$ cat src/hdl/gnms_pkg.sv
package gnms_pkg;

  // gradient sector of a pixel after folding into [0, pi]
  typedef enum logic [1:0] {
    SEC_HORZ    = 2'd0,
    SEC_DIAG45  = 2'd1,
    SEC_VERT    = 2'd2,
    SEC_DIAG135 = 2'd3
  } sector_t;

  // configuration register indexes
  typedef enum logic {
    REG_FRAME_WIDTH  = 1'b0,
    REG_FRAME_HEIGHT = 1'b1
  } reg_index_t;

  // wide enough for frame limits up to 8192 and the 11-bit registers
  typedef logic [13:0] dim_t;

  localparam int MAG_W = 16;
  localparam int CFG_W = 11;

  // pi and sector bounds in Q3.12
  localparam logic signed [14:0] PI_Q12 = 15'sd12868;
  localparam logic signed [14:0] SEC_B0 = 15'sd1608;
  localparam logic signed [14:0] SEC_B1 = 15'sd4825;
  localparam logic signed [14:0] SEC_B2 = 15'sd8042;
  localparam logic signed [14:0] SEC_B3 = 15'sd11259;

  // one line buffer entry: two rows of magnitudes and the sector of the previous row
  typedef struct packed {
    sector_t          sec;
    logic [MAG_W-1:0] mid;
    logic [MAG_W-1:0] top;
  } line_word_t;

  // pixel travelling from the read stage to the window stage
  typedef struct packed {
    logic             has_result;
    sector_t          sec;
    logic [MAG_W-1:0] mag;
  } stage_t;

endpackage

$ cat src/hdl/gnms_sector.sv
module gnms_sector (
  input  logic signed [14:0] direction,
  output gnms_pkg::sector_t  sector
);

  logic signed [14:0] d;

  // saturate, fold negative angles by pi, then quantise
  always_comb begin
    d = direction;
    if (d > gnms_pkg::PI_Q12) begin
      d = gnms_pkg::PI_Q12;
    end else if (d < -gnms_pkg::PI_Q12) begin
      d = -gnms_pkg::PI_Q12;
    end
    if (d < 15'sd0) begin
      d = d + gnms_pkg::PI_Q12;
    end
    if (d <= gnms_pkg::SEC_B0) begin
      sector = gnms_pkg::SEC_HORZ;
    end else if (d <= gnms_pkg::SEC_B1) begin
      sector = gnms_pkg::SEC_DIAG45;
    end else if (d <= gnms_pkg::SEC_B2) begin
      sector = gnms_pkg::SEC_VERT;
    end else if (d <= gnms_pkg::SEC_B3) begin
      sector = gnms_pkg::SEC_DIAG135;
    end else begin
      sector = gnms_pkg::SEC_HORZ;
    end
  end

endmodule

$ cat config.mk
export PLATFORM = sky130hd
export DESIGN_NAME = gnms_sector
export DESIGN_NICKNAME = d
export VERILOG_FILES = /design/src/hdl/gnms_pkg.sv /design/src/hdl/gnms_sector.sv
export SDC_FILE = /design/constraint.sdc
export NUM_CORES = 1
export LEC_CHECK = 0
export BUFFER_PORTS_ARGS = -buffer_cell sky130_fd_sc_hd__buf_2
export CORE_MARGIN = 8
export CORE_UTILIZATION = 60
export DETAILED_ROUTE_END_ITERATION = 12
export PLACE_DENSITY = 0.81
export RECOVER_POWER = 25
export SYNTH_ARGS = -nofsm -noshare
export SYNTH_HDL_FRONTEND = slang
export SYNTH_SLANG_ARGS = --single-unit
$ cat constraint.sdc
create_clock -name vclk -period 6.89
set_input_delay 0.3445 -clock vclk [all_inputs]
set_output_delay 0.3445 -clock vclk [all_outputs]
set_load 0.05 [all_outputs]
==> impl_metrics.yaml <==
global_routing:
  antenna_found_initial: 0
  grt-ovfl-total: 0
  grt_first_pass_wirelength_um: 4402
  track_usage: 0.1531
  grt_max_degree: 25
  grt_pass1_vias: 1028
layout:
  final_layout_size_suffix_gt1_frac: 0.2143
  utilization: 0.6330
  syn2layout_area_growth_pct: -2.774
  regArea_um2: 0
  final_nets: 159
  n_fill_cell: 146
  antenna_cells: 0
  layout.cells.non_filler: 156
  nClkBuffers: 0
  fin_area_um2: 964.7
  seq_cells: 0
synth:
  syn_inst: 136
  synth_fp_nets: 153
  yosys.area.top_type: "buf_6"
  ys_seq_area_frac: 0
  avgSynthCellArea_um2: 7.296
  yosys_warnings: 0
  yosysTopAreaCellShare: 0.09079
  synth_common_cells: "a21oi_1, nor2_1, buf_6, inv_1, nand2_1"
  synth_area_leaders: "buf_6, a21oi_1, nor2_1"
  synth_cell_types: 55
  synth_area_um2: 992.2
worst_setup_path:
  cp-start-kind: "input pin"
  startpoint: "direction[4]"
  endpoint_kind: "primary output"
  path_max_fanout: 23
  critPathArrivalTime_ns: 4.62
  crit_end: "sector[1]"
  cp.required_ns: 6.55
  worstSetupPathType: "input pin to primary output"
timing:
  timing.setup.tns_ns: 0
  grt_setup_unrepaired: "no"
  setup_viol: 0
  fmax_mhz: 201.6
  finalCriticalPeriod_ns: 4.960
  slew_violations: 0
  min_period_over_period: 0.7199
  hold_violations: 0
  worst_slew_margin_rel: 0.4731
  setup_ws_ns: 1.930
  hold_ws_ns: 1.459
  worstMarginPinSlew_ns: 0.7903
die:
  core-area_um2: 1524
  die_h_um: 56.67
  num_rows: 14
  ioPinCount: 17
  start_util: 0.6511
  dieArea_um2: 3211
  die_w_um: 56.67
drt:
  drcViolationCount: 0
  routed_wl_um: 2624
  dr.pass1.iters: 4
  viasPerCell: 7.173
  drt_iter0_drc: 55
  vias: 1119
  detail-route-antenna-nets: 0
  post_drt_wl_per_cell_um: 16.82
power:
  power_density_nw_per_um2: 116.0
  irDropWorstVdd_mv: 0.06594
  p_leak_nw: 0.3530
  power_mw: 0.1119
clock_network:
  postCtsSetupBuffers: 0
  cts_hold_buf: 0
  cts_resized: 0
place:
  place_area_um2: 965.9
  portBuffers: 17
  hpwl_um: 2015
  post-place-ws_ns: 2.179
  gp_congestion: 0.9407
  dp.cells: 156
job:
  drv_cap: 0
hold_path:
  holdPathStages: 5
  hp-class: "input pin to primary output"
run_status:
  run_status: "finished clean"
==> area by class of cell <==
type	count	area [µm²]	share of cell area
Multi-Input combinational cell	114	813.3	0.8431
Timing Repair Buffer	17	83.83	0.08690
Inverter	9	47.55	0.04929
Tap cell	16	20.02	0.02075
==> routing by layer <==
layer  up-vias  track usage  part of all wire
met3         2     0.004494             0.077
met2        58       0.2665              0.48
met4         0      0.02062            0.0080
li1        542            -                 -
met1       517       0.2048              0.44
met5         -            0                 0
==> layout by cell type, fill, tap and decap left out, types with 4 or more instances in the layout <==
cell,instances
a211oi_1,4
buf_2,16
inv_1,8
o211ai_1,5
o21ai_0,6
nor3_1,5
a21oi_1,10
nor2_1,10
o21ai_1,5
nand2_1,8
o31ai_1,4
==> worst max-delay path, stage by stage <==
cell      delay [ns]
buf_2           0.22
nand4_1         0.14
a221oi_1        0.39
o31ai_1         0.12
ha_1            0.74
inv_1           0.26
nand3_1         0.17
ha_1            0.38
nand2b_1        0.12
o311a_2         0.34
nor3_1          0.30
or3_4           0.21
o211a_1         0.15
o21ai_0         0.08
a21oi_1         0.15
clkbuf_1        0.48
==> where the power goes <==
part / switching (mW) / internal [mW] / leakage (nW) / total, mW
Clock: 0 / 0 / 0 / 0
Combinational: 0.0715 / 0.0404 / 0.353 / 0.112
Sequential: 0 / 0 / 0 / 0
Total: 0.0715 / 0.0404 / 0.353 / 0.112
==> how the worst min path moves through the flow <==
stage                             start   endpoint  slack [ns]
final                     direction[10]  sector[0]        1.46
after global routing      direction[10]  sector[0]        1.51
after CTS                 direction[13]  sector[1]        1.38
after detailed placement  direction[13]  sector[1]        1.38
after global placement    direction[13]  sector[1]        1.37
after floorplan           direction[10]  sector[0]        1.18
==> logic make-up (layout without fill, tap and decap cells) <==
family	Yosys count	in the layout	synth area share
buffers and inverters	22	26	0.1803
and+or+nand+nor	49	49	0.3140
xor gates and xnor gates	5	5	0.04414
adders and majority gates	2	2	0.02522
AOI/OAI and AO/OA	57	57	0.4250
muxes	1	1	0.01135
No activity file was read; power rests on OpenSTA's default activity.
