**config.mk**
```make
export PLATFORM = sky130hd
export DESIGN_NAME = gnms_window
export DESIGN_NICKNAME = d
export VERILOG_FILES = /design/src/hdl/gnms_pkg.sv /design/src/hdl/gnms_window.sv
export SDC_FILE = /design/constraint.sdc
export NUM_CORES = 1
export LEC_CHECK = 0
export BUFFER_PORTS_ARGS = -buffer_cell sky130_fd_sc_hd__buf_2
export CAP_MARGIN = 5
export CORE_MARGIN = 2
export CORE_UTILIZATION = 45
export CTS_BUF_LIST = sky130_fd_sc_hd__clkbuf_2
export DETAILED_ROUTE_END_ITERATION = 16
export GPL_ROUTABILITY_DRIVEN = 0
export MAX_ROUTING_LAYER = met4
export PLACE_DENSITY = 0.68
export SLEW_MARGIN = 20
export SYNTH_ARGS = -nofsm -noshare
export SYNTH_HDL_FRONTEND = slang
export SYNTH_SLANG_ARGS = --single-unit
export TNS_END_PERCENT = 20
```
**constraint.sdc**
```tcl
create_clock -name clk -period 4.78 [get_ports clk]
set_clock_uncertainty 0.15 [all_clocks]
set_input_delay 0.956 -clock clk [delete_from_list [all_inputs] [get_ports clk]]
set_output_delay 0.956 -clock clk [all_outputs]
set_load 0.05 [all_outputs]
```
**src/hdl/gnms_pkg.sv**
```systemverilog
package gnms_pkg;

  // gradient sector of a pixel after folding into [0, pi]
  typedef enum logic [1:0] {
    SEC_HORZ    = 2'd0,
    SEC_DIAG45  = 2'd1,
    SEC_VERT    = 2'd2,
    SEC_DIAG135 = 2'd3
  } sector_t;

  // configuration register indexes
  typedef enum logic {
    REG_FRAME_WIDTH  = 1'b0,
    REG_FRAME_HEIGHT = 1'b1
  } reg_index_t;

  // wide enough for frame limits up to 8192 and the 11-bit registers
  typedef logic [13:0] dim_t;

  localparam int MAG_W = 16;
  localparam int CFG_W = 11;

  // pi and sector bounds in Q3.12
  localparam logic signed [14:0] PI_Q12 = 15'sd12868;
  localparam logic signed [14:0] SEC_B0 = 15'sd1608;
  localparam logic signed [14:0] SEC_B1 = 15'sd4825;
  localparam logic signed [14:0] SEC_B2 = 15'sd8042;
  localparam logic signed [14:0] SEC_B3 = 15'sd11259;

  // one line buffer entry: two rows of magnitudes and the sector of the previous row
  typedef struct packed {
    sector_t          sec;
    logic [MAG_W-1:0] mid;
    logic [MAG_W-1:0] top;
  } line_word_t;

  // pixel travelling from the read stage to the window stage
  typedef struct packed {
    logic             has_result;
    sector_t          sec;
    logic [MAG_W-1:0] mag;
  } stage_t;

endpackage

```
**src/hdl/gnms_window.sv**
```systemverilog
module gnms_window (
  input  logic                         clk,
  input  logic                         rst_n,
  input  logic                         adv,
  input  gnms_pkg::line_word_t         rd,
  input  logic [gnms_pkg::MAG_W-1:0]   mag,
  output logic [gnms_pkg::MAG_W-1:0]   kept
);

  // left and middle columns of the 3x3 window; rows top, mid, bottom
  logic [gnms_pkg::MAG_W-1:0] win_r [3][2];
  gnms_pkg::sector_t          next_sec_r;
  logic [gnms_pkg::MAG_W-1:0] c, q, p;

  // shift the window left and take the new column
  always_ff @(posedge clk) begin
    if (adv) begin
      win_r[0][0] <= win_r[0][1];
      win_r[0][1] <= rd.top;
      win_r[1][0] <= win_r[1][1];
      win_r[1][1] <= rd.mid;
      win_r[2][0] <= win_r[2][1];
      win_r[2][1] <= mag;
    end
  end

  // sector read one column ahead for the next centre
  always_ff @(posedge clk) begin
    if (!rst_n) begin
      next_sec_r <= gnms_pkg::SEC_HORZ;
    end else if (adv) begin
      next_sec_r <= rd.sec;
    end
  end

  // neighbours along the centre's sector, taken from the shifted window
  always_comb begin
    c = win_r[1][1];
    case (next_sec_r)
      gnms_pkg::SEC_DIAG45: begin
        q = win_r[2][0];
        p = rd.top;
      end
      gnms_pkg::SEC_VERT: begin
        q = win_r[2][1];
        p = win_r[0][1];
      end
      gnms_pkg::SEC_DIAG135: begin
        q = win_r[0][0];
        p = mag;
      end
      default: begin
        q = rd.mid;
        p = win_r[1][0];
      end
    endcase
    kept = (c >= q && c >= p) ? c : '0;
  end

endmodule

```
==> results.json <==
{
  "irDropWorstVdd_uv": 160,
  "fmax_mhz": 218,
  "start_util": 0.458,
  "netlist-cell-type-count": 31,
  "drtAntennaViolNets": 0,
  "grt_usage": 0.175,
  "grt_max_degree": 64,
  "tritoncts": "done",
  "nets": 441,
  "outcome": "finished clean",
  "drt-pass1-iter-count": 4,
  "clock-root-buffer": "clkbuf_2",
  "final_cell_mix": "edfxtp_1 (96), buf_2 (65), inv_1 (33), mux4_2 (32), ha_1 (32)",
  "synth_seq_cells": 98,
  "cpPeakStageDelay_ns": 0.53,
  "drc": 0,
  "drt_wl_total_um": 8860,
  "clk_pin_slew_ns": 0.24,
  "path_class": "reg -> out",
  "cp.required_ns": 3.67,
  "cts-hold-fix-buffers": 0,
  "worstHoldStart": "win_r[0][0]",
  "end_kind": "output pin",
  "min_path_cells": 0,
  "worst_r2r_endpoint": "next_sec_r[0]",
  "reg2reg_from": "next_sec_r[0]",
  "syn-num-nets": 351,
  "p_leak_nw": 2.16,
  "hold_viol": 0,
  "core-area_mm2": 0.0102,
  "htree_levels": 3,
  "dieArea_mm2": 0.0112,
  "reg2reg_slack_ns": 3.64,
  "ios": 69,
  "seq_area_frac_synth": 0.624,
  "antenna_found_initial": 1,
  "grt_first_pass_wirelength_um": 14200,
  "whs_endpoint": "win_r[0][16]",
  "vias_per_cell": 5.27,
  "clkSinkCount": 98,
  "drt_iter0_drc": 117,
  "rows": 37,
  "syn_to_final_growth_pct": 17.2,
  "io_buffers": 68,
  "synth_warnings": 0,
  "place_hpwl_um": 6310,
  "max-clock-path-buffers": 2,
  "tightest_slew_ns": 0.794,
  "fill_cells": 873,
  "dp_cells": 469,
  "wl_per_cell_um": 17.8,
  "vias": 2626,
  "design_power_total_w": 0.00186,
  "netlist_instances": 266,
  "cp_slowest_cell": "mux4_2",
  "utilization": 0.536,
  "r2r_cells": 4,
  "p_per_area_mw_per_mm2": 340,
  "final_common_cell": "edfxtp_1",
  "fin_cells": 498,
  "fin_crit_ns": 4.59,
  "fp.dieH_um": 106,
  "startpoint_type": "flop",
  "grt_pass1_vias": 2709,
  "crit_arrival_ns": 3.48,
  "cp_max_fo": 20,
  "cap_violations": 0,
  "final-setup-viol-count": 0,
  "synth.cell_area_mm2": 0.00468,
  "overflow": 0,
  "drive_above_1_share": 0.402,
  "syn_area_per_cell_um2": 17.6,
  "post-route-period-util": 0.959,
  "hp-class": "reg -> reg",
  "slew_headroom": 0.471,
  "die_x_um": 106,
  "final_max_slew_viol_count": 0,
  "insertion_delay_ns": 0.55,
  "numCtsBuffers": 9,
  "worstPathCellList": "buf_12 -> mux4_2 -> inv_1 -> ha_1 -> a211o_1 -> a31oi_2 -> o221ai_2 -> a211oi_4 -> buf_6 -> nor3b_1 -> buf_2"
}
area by class of cell:
class	instances	area (um2)	share of cell area
diodes	1	2.50	0.000456
repair buffers	89	526	0.0958
inverters	33	124	0.0226
clock buffers	10	50.0	0.00913
well taps	136	170	0.0310
clock inverters	6	81.3	0.0148
flip-flops and latches	98	2930	0.534
multi-input cells	125	1600	0.292
per-stage QoR:
stage	hold WS [ns]	setup TNS (ns)	setup slack [ns]	instance area [um2]
floorplan	0.271	0	-0.000000222	4680
global placement	0.273	-2.59	-0.203	5220
detailed placement	0.277	-2.52	-0.194	5220
CTS	0.324	0	0.0394	5400
global route	0.333	-0.00196	-0.00135	5480
finish	0.318	0	0.194	5480
routing by layer:
layer,track usage,part of all wire,vias up
met1,0.254,0.48,1287
met3,0.0307,0.044,17
li1,-,-,1243
met4,0.0883,0.022,0
met2,0.238,0.46,79
met5,-,0,-
cell families after synthesis:
kind of cell,synth area share
buffers and inverters,0.0390
adders and majority gates,0.0855
AOI/OAI and AO/OA,0.0420
and+or+nand+nor,0.0508
DFF,0.624
muxes,0.158
flip-flops by register name (all words and copies together) (netlist names):
name,flops
win_r,96
next_sec_r,2
synthesized netlist by cell type:
| library cell | count | area (um2) |
|---|---|---|
| a2111oi_2 | 1 | 15.0 |
| a2111oi_4 | 1 | 27.5 |
| a211o_1 | 2 | 17.5 |
| a211oi_4 | 1 | 20.0 |
| a21o_1 | 1 | 7.51 |
| a21oi_1 | 10 | 50.1 |
| a221o_1 | 1 | 10.0 |
| a31oi_1 | 1 | 6.26 |
| and4_1 | 3 | 26.3 |
| buf_2 | 8 | 40.0 |
| buf_4 | 1 | 7.51 |
| buf_6 | 1 | 11.3 |
| dfxtp_1 | 2 | 40.0 |
| edfxtp_1 | 96 | 2880 |
| ha_1 | 32 | 400 |
| inv_1 | 33 | 124 |
| mux2i_1 | 2 | 20.0 |
| mux4_2 | 32 | 721 |
| nand2_1 | 5 | 18.8 |
| nand2b_1 | 1 | 6.26 |
| nand2b_4 | 1 | 13.8 |
| nand3_1 | 2 | 10.0 |
| nand4_1 | 3 | 18.8 |
| nor2_1 | 1 | 3.75 |
| nor2b_1 | 2 | 12.5 |
| nor3_1 | 1 | 5.00 |
| nor3_2 | 1 | 10.0 |
| nor3b_1 | 15 | 113 |
| o211ai_1 | 1 | 7.51 |
| o21ai_0 | 4 | 20.0 |
| o221ai_2 | 1 | 15.0 |
critical path, delay by kind of cell (launching register included):
kind                     cells  cell delay (ns)
AO/OA/AOI/OAI                4             0.97
adder cells (fa/ha/maj)      1             0.25
buffers and inverters        4             0.66
flip-flops                   1             0.43
multiplexers                 1             0.53
AND/OR/NAND/NOR              1             0.08
how the worst max path moves through the flow:
stage	startpoint	to	slack, ns
after detailed placement	mag[0]	kept[3]	-0.19
after global placement	mag[0]	kept[1]	-0.20
after floorplan	mag[0]	kept[10]	-0.0000002
after global routing	next_sec_r[0]	kept[3]	-0.001
after CTS	next_sec_r[0]	kept[3]	0.04
final	next_sec_r[0]	kept[3]	0.19
power breakdown:
part | switching, W | total, W | internal [W]
Clock | 0.000263 | 0.000434 | 0.000172
Combinational | 0.000214 | 0.000381 | 0.000167
Sequential | 0.0000335 | 0.00105 | 0.00102
what timing repair did:
action / in CTS / in global routing
cloned: 0 / 0
setup buffers: 4 / 8
resized for setup: 4 / 5
pin swaps: 3 / 0
endpoints found under the setup margin: 16 / 16
(Power assumes the default switching activity.)
